**src/wws_pkg.sv**
```systemverilog
// shared types, constants and helper functions for the whole-word search core
package wws_pkg;

    localparam int MAX_PATTERN_DEF   = 32;
    localparam int POSITION_BITS_DEF = 16;

    localparam int LEN_W    = 6;
    localparam int WORD_W   = 64;
    localparam int OFFSET_W = 16;
    localparam int CFG_IDX_W = 3;

    // register indexes on the configuration port
    typedef enum logic [CFG_IDX_W-1:0] {
        REG_PATTERN_WORD_0   = 3'd0,
        REG_PATTERN_WORD_1   = 3'd1,
        REG_PATTERN_WORD_2   = 3'd2,
        REG_PATTERN_WORD_3   = 3'd3,
        REG_PATTERN_LENGTH   = 3'd4,
        REG_SEPARATOR_LOW    = 3'd5,
        REG_SEPARATOR_HIGH   = 3'd6,
        REG_CASE_FOLD        = 3'd7
    } cfg_reg_t;

    // default separators: space , - _ tab . ? ! + : ; < > #
    localparam logic [WORD_W-1:0] SEP_LOW_RESET  = 64'hDC00_780B_0000_0200;
    localparam logic [WORD_W-1:0] SEP_HIGH_RESET = 64'h0000_0000_8000_0000;

    typedef struct packed {
        logic [LEN_W-1:0]  length;
        logic [WORD_W-1:0] sep_low;
        logic [WORD_W-1:0] sep_high;
        logic              fold;
    } cfg_t;

    typedef struct packed {
        logic                emit;
        logic                found;
        logic [OFFSET_W-1:0] offset;
    } step_result_t;

    // ascii upper case to lower case when folding is on
    function automatic logic [7:0] fold_byte(input logic [7:0] b, input logic en);
        logic [7:0] r;
        r = b;
        if (en && (b inside {[8'd65:8'd90]}))
            r = b + 8'd32;
        return r;
    endfunction

endpackage

```
**src/whole_word_search_core.sv**
```systemverilog
// top level of the streaming whole-word search core
//
//  channel  direction  signals                          contents
//  s_*      in         tvalid tready tdata[7:0] tlast   tdata: text_byte; tlast: last_byte
//  m_*      out        tvalid tready tdata[15:0] tuser  tdata: start_offset; tuser: found
//  cfg_*    in         write index[2:0] data[63:0]      register writes, no read-back
//
//  one text byte per cycle unless a held result stalls it, set by the combinational
//  step between the input register and the result register; a result is loaded into
//  the result register as its byte moves straight on from the input register
//  rst_n clears the match state, the valid flags and the configuration registers to defaults
//  a held result stalls the input register only when the next byte also emits
module whole_word_search_core
    import wws_pkg::*;
#(
    parameter int MAX_PATTERN   = MAX_PATTERN_DEF,
    parameter int POSITION_BITS = POSITION_BITS_DEF
)
(
    input  logic                  clk,
    input  logic                  rst_n,
    // text stream
    input  logic                  s_tvalid,
    output logic                  s_tready,
    input  logic [7:0]            s_tdata,    // [7:0] text_byte
    input  logic                  s_tlast,    // last_byte
    // result stream
    output logic                  m_tvalid,
    input  logic                  m_tready,
    output logic [OFFSET_W-1:0]   m_tdata,    // [15:0] start_offset
    output logic [0:0]            m_tuser,    // [0] found
    // configuration
    input  logic                  cfg_write,
    input  logic [CFG_IDX_W-1:0]  cfg_index,
    input  logic [WORD_W-1:0]     cfg_data
);

    logic [MAX_PATTERN*8-1:0] pattern;
    cfg_t                     cfg;
    step_result_t             result;

    // input register
    logic       in_valid_reg;
    logic [7:0] in_byte_reg;
    logic       in_last_reg;

    // result register
    logic                out_valid_reg, out_valid_next;
    logic                out_found_reg;
    logic [OFFSET_W-1:0] out_offset_reg;

    logic consume;

    wws_cfg_regs #(
        .MAX_PATTERN (MAX_PATTERN)
    ) u_cfg_regs (
        .clk       (clk),
        .rst_n     (rst_n),
        .cfg_write (cfg_write),
        .cfg_index (cfg_index),
        .cfg_data  (cfg_data),
        .pattern   (pattern),
        .cfg       (cfg)
    );

    wws_matcher #(
        .MAX_PATTERN   (MAX_PATTERN),
        .POSITION_BITS (POSITION_BITS)
    ) u_matcher (
        .clk       (clk),
        .rst_n     (rst_n),
        .pattern   (pattern),
        .cfg       (cfg),
        .step      (consume),
        .text_byte (in_byte_reg),
        .last_byte (in_last_reg),
        .result    (result)
    );

    // the held byte moves on unless it emits and the result slot stays full
    assign consume  = in_valid_reg && (!result.emit || !out_valid_reg || m_tready);
    assign s_tready = !in_valid_reg || consume;

    always_ff @(posedge clk or negedge rst_n)
    begin
        if (!rst_n)
            in_valid_reg <= 1'b0;
        else if (s_tready)
            in_valid_reg <= s_tvalid;
    end

    // text payload, no reset needed
    always_ff @(posedge clk)
    begin
        if (s_tvalid && s_tready)
        begin
            in_byte_reg <= s_tdata;
            in_last_reg <= s_tlast;
        end
    end

    always_comb
    begin
        out_valid_next = out_valid_reg && !m_tready;
        if (consume && result.emit)
            out_valid_next = 1'b1;
    end

    always_ff @(posedge clk or negedge rst_n)
    begin
        if (!rst_n)
            out_valid_reg <= 1'b0;
        else
            out_valid_reg <= out_valid_next;
    end

    // result payload, loaded when a step emits
    always_ff @(posedge clk)
    begin
        if (consume && result.emit)
        begin
            out_found_reg  <= result.found;
            out_offset_reg <= result.offset;
        end
    end

    assign m_tvalid   = out_valid_reg;
    assign m_tdata    = out_offset_reg;
    assign m_tuser[0] = out_found_reg;

endmodule

```
**src/wws_cfg_regs.sv**
```systemverilog
// configuration register file: pattern bytes, length, separator mask and case fold
module wws_cfg_regs
    import wws_pkg::*;
#(
    parameter int MAX_PATTERN = MAX_PATTERN_DEF
)
(
    input  logic                       clk,
    input  logic                       rst_n,
    input  logic                       cfg_write,
    input  logic [CFG_IDX_W-1:0]       cfg_index,
    input  logic [WORD_W-1:0]          cfg_data,
    output logic [MAX_PATTERN*8-1:0]   pattern,
    output cfg_t                       cfg
);

    logic [MAX_PATTERN*8-1:0] pattern_reg;
    cfg_t                     cfg_reg;

    // only the bytes that a usable length can reach are kept
    always_ff @(posedge clk or negedge rst_n)
    begin
        if (!rst_n)
        begin
            pattern_reg <= '0;
        end
        else if (cfg_write)
        begin
            for (int j = 0; j < MAX_PATTERN; j++)
            begin
                if (cfg_index == CFG_IDX_W'(REG_PATTERN_WORD_0 + (j >> 3)))
                    pattern_reg[j*8 +: 8] <= cfg_data[(j & 7)*8 +: 8];
            end
        end
    end

    always_ff @(posedge clk or negedge rst_n)
    begin
        if (!rst_n)
        begin
            cfg_reg.length   <= '0;
            cfg_reg.sep_low  <= SEP_LOW_RESET;
            cfg_reg.sep_high <= SEP_HIGH_RESET;
            cfg_reg.fold     <= 1'b0;
        end
        else if (cfg_write)
        begin
            case (cfg_index)
                REG_PATTERN_LENGTH: cfg_reg.length   <= cfg_data[LEN_W-1:0];
                REG_SEPARATOR_LOW:  cfg_reg.sep_low  <= cfg_data;
                REG_SEPARATOR_HIGH: cfg_reg.sep_high <= cfg_data;
                REG_CASE_FOLD:      cfg_reg.fold     <= cfg_data[0];
                default:            ;
            endcase
        end
    end

    assign pattern = pattern_reg;
    assign cfg     = cfg_reg;

endmodule

```
**src/wws_matcher.sv**
```systemverilog
// per-text match state and the combinational step for one text byte
module wws_matcher
    import wws_pkg::*;
#(
    parameter int MAX_PATTERN   = MAX_PATTERN_DEF,
    parameter int POSITION_BITS = POSITION_BITS_DEF
)
(
    input  logic                     clk,
    input  logic                     rst_n,
    input  logic [MAX_PATTERN*8-1:0] pattern,
    input  cfg_t                     cfg,
    input  logic                     step,
    input  logic [7:0]               text_byte,
    input  logic                     last_byte,
    output step_result_t             result
);

    localparam int IDX_W = $clog2(MAX_PATTERN + 1);
    localparam int END_W = POSITION_BITS + 1;

    logic [IDX_W-1:0]         idx_reg,   idx_next;
    logic                     in_match_reg, in_match_next;
    logic                     after_sep_reg, after_sep_next;
    logic                     given_reg, given_next;
    logic [POSITION_BITS-1:0] pos_reg,   pos_next;

    logic [7:0]       b;
    logic [7:0]       pat_byte;
    logic             sep;
    logic             usable;
    logic             complete;
    logic             hit;
    logic             found_last;
    logic [END_W-1:0] end_pos;
    logic [END_W-1:0] diff;

    assign b = fold_byte(text_byte, cfg.fold);

    // separator lookup, codes above 127 never separate
    always_comb
    begin
        if (b[7])
            sep = 1'b0;
        else if (b[6])
            sep = cfg.sep_high[b[5:0]];
        else
            sep = cfg.sep_low[b[5:0]];
    end

    always_comb
    begin
        pat_byte = '0;
        for (int i = 0; i < MAX_PATTERN; i++)
        begin
            if (idx_reg == IDX_W'(i))
                pat_byte = pattern[i*8 +: 8];
        end
        pat_byte = fold_byte(pat_byte, cfg.fold);
    end

    assign usable   = (cfg.length != '0) && (cfg.length <= LEN_W'(MAX_PATTERN));
    assign complete = LEN_W'(idx_reg) >= cfg.length;

    always_comb
    begin
        idx_next       = idx_reg;
        in_match_next  = in_match_reg;
        after_sep_next = after_sep_reg;
        given_next     = given_reg;
        pos_next       = pos_reg;
        hit            = 1'b0;

        if (!given_reg)
        begin
            if (in_match_reg)
            begin
                if (complete)
                begin
                    // word ended: a match only if a separator closes it
                    hit            = sep;
                    given_next     = sep;
                    in_match_next  = 1'b0;
                    idx_next       = '0;
                    after_sep_next = 1'b0;
                end
                else if (b == pat_byte)
                begin
                    idx_next = idx_reg + 1'b1;
                end
                else
                begin
                    in_match_next  = 1'b0;
                    idx_next       = '0;
                    after_sep_next = sep;
                end
            end
            else if (!after_sep_reg)
            begin
                if (sep)
                    after_sep_next = 1'b1;
            end
            else if (usable && (b == pat_byte))
            begin
                in_match_next = 1'b1;
                idx_next      = IDX_W'(1);
            end
            else
            begin
                after_sep_next = sep;
            end
        end

        found_last = in_match_next && (LEN_W'(idx_next) >= cfg.length);

        if (last_byte)
        begin
            idx_next       = '0;
            in_match_next  = 1'b0;
            after_sep_next = 1'b1;
            given_next     = 1'b0;
            pos_next       = '0;
        end
        else if (pos_reg != '1)
        begin
            pos_next = pos_reg + 1'b1;
        end
    end

    // start offset: end position less the length, clamped at zero and saturated
    assign end_pos = hit ? END_W'(pos_reg) : (END_W'(pos_reg) + END_W'(1));
    assign diff    = (end_pos >= END_W'(cfg.length)) ? (end_pos - END_W'(cfg.length)) : '0;

    always_comb
    begin
        result.emit   = hit || (last_byte && !given_reg);
        result.found  = hit || (last_byte && !given_reg && found_last);
        result.offset = '0;
        if (result.found)
        begin
            if (diff > END_W'(17'h0FFFF))
                result.offset = '1;
            else
                result.offset = OFFSET_W'(diff);
        end
    end

    always_ff @(posedge clk or negedge rst_n)
    begin
        if (!rst_n)
        begin
            idx_reg       <= '0;
            in_match_reg  <= 1'b0;
            after_sep_reg <= 1'b1;
            given_reg     <= 1'b0;
            pos_reg       <= '0;
        end
        else if (step)
        begin
            idx_reg       <= idx_next;
            in_match_reg  <= in_match_next;
            after_sep_reg <= after_sep_next;
            given_reg     <= given_next;
            pos_reg       <= pos_next;
        end
    end

endmodule
```
**config.mk**
```make
export PLATFORM = sky130hd
export DESIGN_NAME = whole_word_search_core
export DESIGN_NICKNAME = d
export VERILOG_FILES = /design/src/wws_pkg.sv /design/src/whole_word_search_core.sv /design/src/wws_cfg_regs.sv /design/src/wws_matcher.sv
export SDC_FILE = /design/constraint.sdc
export NUM_CORES = 1
export LEC_CHECK = 0
export ABC_CLOCK_PERIOD_IN_PS = 5900
export BUFFER_PORTS_ARGS = -buffer_cell sky130_fd_sc_hd__buf_2
export CORE_MARGIN = 3
export CORE_UTILIZATION = 25
export CTS_CLUSTER_DIAMETER = 50
export CTS_CLUSTER_SIZE = 20
export DETAILED_ROUTE_END_ITERATION = 8
export SLEW_MARGIN = 20
export SYNTH_ARGS = -nofsm -noshare
export SYNTH_HDL_FRONTEND = slang
export SYNTH_HIERARCHICAL = 1
export SYNTH_SLANG_ARGS = --single-unit
```
**constraint.sdc**
```tcl
create_clock -name clk -period 5.9 [get_ports clk]
set_clock_uncertainty 0.1 [all_clocks]
set_input_delay 1.18 -clock clk [delete_from_list [all_inputs] [get_ports clk]]
set_output_delay 1.18 -clock clk [all_outputs]
set_load 0.1 [all_outputs]
```
==> results of run 1 <==
[worst max-delay path, delay by kind of cell, from the launching register on]
kind                     cells  cell delay, ps
buffers and inverters        7            1090
XOR/XNOR                     1             350
AND/OR/NAND/NOR              7             710
multiplexers                 1             250
AO/OA/AOI/OAI               13            2310
adder cells (fa/ha/maj)      2             450
flip-flops                   1             450
[routing by layer]
| layer | track usage | up-vias | share of wire |
|---|---|---|---|
| li1 | - | 8356 | - |
| met1 | 0.262 | 9953 | 0.43 |
| met2 | 0.313 | 695 | 0.45 |
| met3 | 0.0354 | 214 | 0.065 |
| met4 | 0.0912 | 6 | 0.054 |
| met5 | 0 | - | 0.00040 |
[power groups by stage]
| stage | Sequential (mW) | Clock, mW | Combinational [mW] |
|---|---|---|---|
| after CTS | 4.28 | 3.70 | 3.82 |
| after global routing | 4.34 | 3.83 | 4.24 |
| after detailed placement | 4.32 | 0 | 3.65 |
| after floorplan | 4.03 | 0 | 2.01 |
| final | 4.30 | 3.61 | 4.07 |
| after global placement | 4.31 | 0 | 3.63 |
[worst paths after layout]
kind | from | endpoint | depth (start not counted)
setup reg to reg | u_matcher/idx_reg[1] | m_tdata[12] | 31
min in group asynchronous | rst_n | in_valid_reg | 1
hold reg to reg | u_cfg_regs/cfg[7] | u_cfg_regs/cfg[7] | 1
setup / recovery | u_matcher/idx_reg[1] | m_tdata[12] | 31
max in group asynchronous | rst_n | u_cfg_regs/pattern[148] | 2
hold / removal | u_cfg_regs/cfg[7] | u_cfg_regs/cfg[7] | 1
[what timing repair did]
action | 4_1_cts | 5_1_grt
endpoints found under the setup margin | 17 | 18
setup buffers | 9 | 17
resized for setup | 86 | 80
pin swaps | 37 | 33
gates cloned | 1 | 0
[per-stage QoR]
step / power, mW / instance area [µm²]
3_5_place_dp: 7.97 / 28500
3_3_place_gp: 7.95 / 28500
2_1_floorplan: 6.04 / 24500
4_1_cts: 11.8 / 31000
5_1_grt: 12.4 / 31400
6_report: 12.0 / 31400
[kinds of logic (layout without fill, tap and decap cells)]
kind of cell	Yosys count	in the layout	share of synthesized area
mux	449	449	0.244
compound gates	375	376	0.112
buf+inv	169	620	0.0456
other cells	0	1	0
fa+ha+maj	26	26	0.0136
flops	444	444	0.461
simple gates	491	491	0.113
xor+xnor	30	30	0.0117
[layout make-up]
type	count	area [µm²]	share of cell area
tap	1276	1600	0.0508
inverter	34	136	0.00434
clock buffer	58	1430	0.0454
multi-input combinational	1372	12700	0.404
clock inverter	46	583	0.0185
timing repair buffer	482	3720	0.118
antenna	1	2.50	0.0000796
sequential	444	11300	0.358
[placed cells by master, fill, tap and decap left out, drive strengths merged, types with 52 or more instances in the layout]
master / instances
nor2: 105
o21ai: 54
dfrtp: 403
mux2: 395
nand2: 95
nand3: 52
buf: 482
inv: 54
clkbuf: 58
a21oi: 78
==> reports/metrics.csv, run 1 <==
stage,metric,value,unit
cts,h-tree-depth,2,
sta,fin_tns_setup,-1470,ps
floorplan,die_y,319,µm
cts,path_clk_slew,70,ps
logic_synthesis,synthCells,1984,
sta,period_share,1.02,
setup_path,required,6130,ps
sta,grt_setup_unrepaired,yes,
cells_and_area,area_growth,28.6,%
setup_path,critPathCaptureType,flop,
logic_synthesis,ys_seq_area_frac,0.461,
detailed_routing,routed_wl,103,mm
sta,fin_ws,-123,ps
logic_synthesis,ys_warn_count,6,
logic_synthesis,async_flop_share,0.941,
detailed_routing,ant_nets,0,
global_route,grt_pass1_wl,145,mm
setup_path,crit_path_start_kind,flop,
global_route,grt_overflow,0,
power,comb_power_share,0.340,
cells_and_area,final_nets,2497,
global_route,grt_usage,0.197,
floorplan,initial_core_util,0.252,
power,power_leakage,13.3,nW
cts,cts_hold_buf,0,
cells_and_area,largest_reg_flops,256,
sta,worstMarginPinSlew,1070,ps
sta,max-slew-margin-rel,0.284,
logic_synthesis,synth_top_cell_by_area,dfrtp_1,
cts,cts_tree,yes,
sta,final-setup-viol-count,16,
logic_synthesis,avgSynthCellArea,12.3,µm²
power,p_seq_frac,0.359,
logic_synthesis,yosys-top-cells-area,"dfrtp_1, mux2_2, mux2_4, mux4_2, edfxtp_1",
logic_synthesis,synthFlopType,dfrtp_1,
placed_design,hpwl,79.8,mm
floorplan,die_w,319,µm
placed_design,post-place-cells,3584,
outcome,violations,negative setup slack,
logic_synthesis,syn-num-nets,2091,
logic_synthesis,ys_seq_elements,444,
placed_design,gp_congestion,1.03,
min_path,hold_path.class,reg2reg,
global_route,grt_max_degree,142,
cells_and_area,post-route-util,0.325,
cells_and_area,n_fill_cell,9701,
sta,hold_ws,402,ps
placed_design,place_ws,-633,ps
global_route,antenna_found_initial,6,
sta,fmax,166,MHz
detailed_routing,routedWlPerCell,27.7,µm
power,powerDensity,381,mW/mm²
setup_path,crit_path_frequent_cell,buf_4,
logic_synthesis,netlist-cell-type-count,113,
floorplan,num_io_pins,100,
setup_path,arrival,6250,ps
cts,cts_sinks,444,
setup_path,slowest_stage,dfrtp_2,
setup_path,crit_type,reg2reg,
logic_synthesis,synth_edf_count,26,
logic_synthesis,synth_top_area_frac,0.413,
cts,clkLatencyLatePin,650,ps
placed_design,portBuffers,99,
flow_run,max_cap_violations,0,
cells_and_area,final_layout_size_suffix_gt1_frac,0.484,
power,swShare,0.359,
setup_path,crit_fanout,8,
floorplan,die_area,0.102,mm²
sta,min_period,6020,ps
logic_synthesis,synthesis.area,0.0244,mm²
setup_path,slowest_delay,450,ps
sta,drv_slew,0,
global_route,grt_pass1_vias,18900,
detailed_routing,vias,19200,
cells_and_area,stdcell_count,3713,
power,max-vdd-ir-drop,0.209,mV
detailed_routing,vias_per_cell,5.18,
setup_path,reg2reg_slack,-120,ps
detailed_routing,drt_first_pass_iters,5,
cts,cts_root_buffer,clkbuf_16,
power,switchingPower,4.30,mW
floorplan,core_area,0.0969,mm²
power,intPower,7.67,mW
floorplan,rows,114,
detailed_routing,drcViolationCount,0,
cts,numCtsBuffers,56,
detailed_routing,drt_iter0_markers,1781,
sta,hold_viol,0,
logic_synthesis,ys_top_cells_by_count,"dfrtp_1, mux2_2, mux2_4",
power,clkPwrFrac,0.301,
logic_synthesis,synth.most_common_cell,dfrtp_1,
outcome,status,finished with violations,
cts,cts_buffer_depth,3,
No activity file was read; power rests on OpenSTA's default activity.
==> run 2, diff against run 1 <==
Settings changed: BUFFER_PORTS_ARGS -buffer_cell sky130_fd_sc_hd__buf_2 to -buffer_cell sky130_fd_sc_hd__buf_4.
==> run 2 against run 1 <==
Power decreased by 0.58%. Sequential power about the same. Clock power decreased by 3%. Setup slack improved by 50 ps. The run still ends with negative setup slack left.
==> reports/metrics.csv, run 2 (same netlist as run 1, synthesis figures left out) <==
stage,metric,value,unit,change
cts,path_clk_slew,60,ps,was 70 ps
outcome,status,finished with violations,,unchanged
sta,period_share,1.01,,was 1.02
setup_path,required,6110,ps,was 6130 ps
cells_and_area,layout_commonest_cell,buf_4,,was dfrtp_1
floorplan,die_area,0.102,mm²,unchanged
cts,cts_root_buffer,clkbuf_16,,unchanged
cts,cts_sinks,444,,unchanged
sta,drv_slew,0,,unchanged
placed_design,gp_congestion,1.02,,was 1.03
setup_path,critPathCaptureType,flop,,unchanged
power,power_leakage,13.4,nW,was 13.3 nW
cells_and_area,largest_reg_flops,256,,unchanged
cells_and_area,final_nets,2506,,was 2497
detailed_routing,ant_nets,0,,unchanged
cts,cts_buffer_depth,3,,unchanged
sta,fmax,167,MHz,was 166 MHz
setup_path,crit_type,reg2reg,,unchanged
placed_design,portBuffers,99,,unchanged
min_path,hold_path.class,reg2reg,,unchanged
sta,fin_ws,-73.6,ps,was -123 ps
setup_path,rr_worst_depth,29,,was 31
cells_and_area,area_growth,29.7,%,was 28.6%
detailed_routing,routed_wl,103,mm,about the same
global_route,grt.busiest_layer,met2,,unchanged
global_route,grt_max_degree,133,,was 142
floorplan,num_io_pins,100,,unchanged
cts,h-tree-depth,2,,unchanged
cells_and_area,final_layout_size_suffix_gt1_frac,0.486,,was 0.484
min_path,worstHoldPathCells,1,,unchanged
cells_and_area,final_cell_mix,"buf_4, dfrtp_1, mux2_2",,"was dfrtp_1, buf_4, mux2_2"
global_route,grt_pass1_wl,145,mm,about the same
floorplan,core_area,0.0969,mm²,unchanged
setup_path,slowest_stage,or4b_4,,was dfrtp_2
cts,numCtsBuffers,54,,was 56
floorplan,die_y,319,µm,unchanged
setup_path,crit_path_start_kind,flop,,unchanged
global_route,grt_use_met3,0.0333,,was 0.0354
detailed_routing,drcViolationCount,0,,unchanged
setup_path,arrival,6190,ps,was 6250 ps
power,max-vdd-ir-drop,0.228,mV,was 0.209 mV
setup_path,crit_fanout,9,,was 8
floorplan,initial_core_util,0.252,,unchanged
floorplan,die_w,319,µm,unchanged
detailed_routing,drt_iter0_markers,1748,,was 1781
detailed_routing,routedWlPerCell,27.6,µm,was 27.7 µm
sta,max-slew-margin-rel,0.293,,was 0.284
power,power.total,11.9,mW,was 12.0 mW
cts,cts_hold_buf,0,,unchanged
setup_path,crit_path_frequent_cell,buf_4,,unchanged
outcome,violations,negative setup slack,,unchanged
sta,hold_viol,0,,unchanged
detailed_routing,vias,19200,,about the same
floorplan,rows,114,,unchanged
sta,grt_setup_unrepaired,yes,,unchanged
cts,cts_tree,yes,,unchanged
setup_path,slowest_delay,520,ps,was 450 ps
global_route,grt_overflow,0,,unchanged
sta,worstMarginPinSlew,1060,ps,was 1070 ps
flow_run,max_cap_violations,0,,unchanged
global_route,grt_usage,0.197,,about the same
detailed_routing,vias_per_cell,5.15,,was 5.18
global_route,gr-usage-met2,0.313,,about the same
global_route,grt_pass1_vias,19200,,was 18900
placed_design,hpwl,80.3,mm,was 79.8 mm
detailed_routing,drt_first_pass_iters,8,,was 5
global_route,antenna_found_initial,2,,was 6
cts,clkLatencyLatePin,630,ps,was 650 ps
sta,min_period,5970,ps,was 6020 ps
sta,final-setup-viol-count,13,,was 16
sta,hold_ws,401,ps,was 402 ps
power,powerDensity,375,mW/mm²,was 381 mW/mm²
global_route,use_met1,0.264,,was 0.262
-- run 2: metal layers --
| metal | routed length (µm) | vias to the layer above |
|---|---|---|
| li1 | - | 8361 |
| met4 | 5390 | 0 |
| met2 | 46900 | 732 |
| met1 | 44000 | 9873 |
| met3 | 6470 | 197 |
| met5 | 0 | - |
-- run 2: stage by stage --
stage	instance area, µm²	setup TNS (ps)	worst slack [ps]	utilization	std cells
CTS	31300	0	1.20	0.323	3709
floorplan	24500	0	0.808	-	1984
finish	31700	-421	-73.6	0.327	3722
global placement	28900	-5880	-384	0.299	3602
global route	31700	-3510	-264	0.327	3720
detailed placement	28900	-7610	-486	0.299	3602
-- run 2: critical path: cells and delay by family, from the launching register on --
family	cells	cell delay (ps)
AO/OA/AOI/OAI	13	2430
AND/OR/NAND/NOR	8	1220
buffers and inverters	5	790
adder cells (fa/ha/maj)	2	470
flip-flops	1	450
multiplexers	1	210
-- run 2: where the power goes --
group | switching [mW] | total (mW) | internal [mW]
registers | 0.612 | 4.31 | 3.70
clock network | 1.52 | 3.50 | 1.98
logic | 2.03 | 4.09 | 2.06
-- run 2: final cells by class --
class,instances,area [µm²]
Clock buffer,61,1410
Fill cell,9714,65100
Sequential cell,444,11300
Multi-Input combinational cell,1373,12700
Tap cell,1276,1600
Timing Repair Buffer,492,4060
Clock inverter,40,493
Antenna cell,2,5.00
Inverter,34,133
-- run 2: final timing paths --
check,endpoint,slack (ps),from
worst max-delay path,m_tdata[13],-70,u_matcher/idx_reg[1]
worst min-delay path,u_cfg_regs/cfg[28],400,u_cfg_regs/cfg[28]
worst max register to register,m_tdata[13],-70,u_matcher/idx_reg[1]
worst min register to register,u_cfg_regs/cfg[28],400,u_cfg_regs/cfg[28]
max in group asynchronous,u_cfg_regs/cfg[28],3940,rst_n
min in group asynchronous,u_cfg_regs/cfg[99],510,rst_n
-- run 2: timing repair --
item | in CTS | in global routing
pin swaps | 20 | 19
gates resized for setup | 85 | 73
gates cloned | 1 | 1
setup buffers | 5 | 10
endpoints found under the setup margin | 17 | 17
==> run 3, diff against run 2 <==
Settings changed: SETUP_SLACK_MARGIN set to 0.3.
==> run 3 against run 2 <==
The flow still finishes with violations (negative setup slack). Core utilization increased by 0.69 points. Combinational power increased by 8.1%. First-iteration DRC count decreased by 7.3%. Clock power increased by 5%. Setup slack got worse by 66 ps. Flip-flop and latch count unchanged. Via count increased by 0.22%. Register-to-register slack got worse by 70 ps. Clock-buffer cell count decreased by 5. Critical path depth decreased by 1. Largest cell class unchanged. Largest power group is now combinational cells. Highest routed layer is now met5.
==> reports/metrics.csv, run 3 (same netlist as run 1, synthesis figures left out) <==
stage,metric,value,unit,change
global_route,grt_max_degree,140,,was 133
sta,drv_slew,0,,unchanged
outcome,violations,negative setup slack,,unchanged
cts,cts_root_buffer,clkbuf_16,,unchanged
floorplan,rows,114,,unchanged
cells_and_area,layout_commonest_cell,buf_4,,unchanged
placed_design,gp_congestion,1.03,,was 1.02
detailed_routing,ant_nets,0,,unchanged
setup_path,critical_path.top_delay_family,compound AO/OA/AOI/OAI gates,,unchanged
floorplan,initial_core_util,0.252,,unchanged
cells_and_area,n_antenna_cell,0,,was 2
flow_run,max_cap_violations,0,,unchanged
cts,numCtsBuffers,55,,was 54
power,max-vdd-ir-drop,0.204,mV,was 0.228 mV
cells_and_area,multi_input_comb_area,0.0129,mm²,was 0.0127 mm²
global_route,grt_pass1_vias,19500,,was 19200
cts,h-tree-depth,2,,unchanged
cells_and_area,final_nets,2528,,was 2506
cells_and_area,n_fill_cell,9662,,was 9714
placed_design,portBuffers,99,,unchanged
cts,cts_buffer_depth,3,,unchanged
detailed_routing,routed_wl,101,mm,was 103 mm
global_route,antenna_found_initial,3,,was 2
sta,fin_ws,-139,ps,was -73.6 ps
sta,period_share,1.02,,was 1.01
setup_path,crit_path_frequent_cell,buf_4,,unchanged
detailed_routing,drt_first_pass_iters,5,,was 8
floorplan,die_area,0.102,mm²,unchanged
sta,grt_setup_unrepaired,yes,,unchanged
detailed_routing,drcViolationCount,0,,unchanged
setup_path,arrival,6250,ps,was 6190 ps
setup_path,slowest_delay,490,ps,was 520 ps
cells_and_area,final_layout_size_suffix_gt1_frac,0.497,,was 0.486
floorplan,die_w,319,µm,unchanged
setup_path,slowest_stage,nor3b_4,,was or4b_4
global_route,grt_overflow,0,,unchanged
sta,final-setup-viol-count,17,,was 13
detailed_routing,vias_per_cell,5.13,,was 5.15
cells_and_area,final_cell_mix,"buf_4, dfrtp_1, mux2_2",,unchanged
cts,cts_sinks,444,,unchanged
detailed_routing,vias,19200,,about the same
floorplan,core_area,0.0969,mm²,unchanged
global_route,grt_usage,0.195,,was 0.197
detailed_routing,drt_iter0_markers,1621,,was 1748
setup_path,crit_buf_inv,4,,was 5
power,powerDensity,383,mW/mm²,was 375 mW/mm²
cts,path_clk_slew,70,ps,was 60 ps
setup_path,critPathCaptureType,flop,,unchanged
power,power_leakage,13.7,nW,was 13.4 nW
sta,hold_viol,0,,unchanged
cts,cts_tree,yes,,unchanged
floorplan,die_y,319,µm,unchanged
outcome,status,finished with violations,,unchanged
sta,max-slew-margin-rel,0.281,,was 0.293
min_path,hold_path.class,reg2reg,,unchanged
setup_path,required,6110,ps,about the same
sta,worstMarginPinSlew,1080,ps,was 1060 ps
cells_and_area,area_growth,32.4,%,was 29.7%
sta,min_period,6040,ps,was 5970 ps
detailed_routing,routedWlPerCell,27.1,µm,was 27.6 µm
sta,hold_ws,404,ps,was 401 ps
sta,fmax,166,MHz,was 167 MHz
setup_path,crit_type,reg2reg,,unchanged
global_route,grt_pass1_wl,145,mm,about the same
placed_design,hpwl,77.3,mm,was 80.3 mm
cts,clkLatencyLatePin,640,ps,was 630 ps
power,power.total,12.4,mW,was 11.9 mW
cells_and_area,seqCellArea,0.0113,mm²,about the same
floorplan,num_io_pins,100,,unchanged
cts,cts_hold_buf,0,,unchanged
cells_and_area,largest_reg_flops,256,,unchanged
setup_path,crit_path_start_kind,flop,,unchanged
setup_path,crit_fanout,8,,was 9
-- run 3: cell types whose count changed in the layout (fill, tap and decap cells not counted), sizes merged, moves of 3 or more --
cell,delta
buf,+19
bufinv,-3
clkbuf,-5
clkinv,+7
inv,+5
-- run 3: worst paths after layout --
| path | from | to | slack, ps | cells past startpoint |
|---|---|---|---|---|
| max in group asynchronous | rst_n | u_cfg_regs/pattern[90] | 3960 | 2 |
| max | u_matcher/idx_reg[1] | m_tdata[9] | -140 | 28 |
| min reg2reg | u_cfg_regs/cfg[55] | u_cfg_regs/cfg[55] | 400 | 1 |
| min in group asynchronous | rst_n | m_tvalid | 480 | 1 |
| min | u_cfg_regs/cfg[55] | u_cfg_regs/cfg[55] | 400 | 1 |
| max reg2reg | u_matcher/idx_reg[1] | m_tdata[9] | -140 | 28 |
-- run 3: routing by layer --
layer,routed length (µm),up-vias,track usage
li1,-,8427,-
met1,43600,9883,0.257
met2,46300,681,0.312
met3,5450,213,0.0294
met4,6000,2,0.101
met5,17,-,0
-- run 3: power by group --
part,internal [mW],switching (mW),leakage (nW),total [mW]
clock network,1.96,1.73,1.00,3.69
registers,3.70,0.607,5.28,4.31
logic,2.29,2.13,7.43,4.42
total,7.95,4.47,13.7,12.4
-- run 3: stage by stage --
stage                util  setup WS [ps]  setup TNS (ps)  instance area, µm²  cells
finish              0.334           -139           -1880               32400   3743
global route        0.334           -328           -4770               32400   3743
CTS                 0.331          -18.8           -37.7               32100   3729
detailed placement  0.299           -762          -11550               28900   3595
global placement    0.299           -751          -12330               28900   3595
floorplan               -            184               0               24600   1984
-- run 3: timing repair --
item,4_1_cts,5_1_grt
buffers inserted,26,14
cloned,5,0
pin swaps,54,20
resized for setup,146,32
endpoints found under the setup margin,18,19
-- run 3: layout make-up --
type	instances	area share
clock inverters	47	0.0211
well taps	1276	0.0493
repair buffers	513	0.136
inverters	34	0.00413
multi-input cells	1373	0.398
clock buffers	56	0.0429
flip-flops and latches	444	0.348
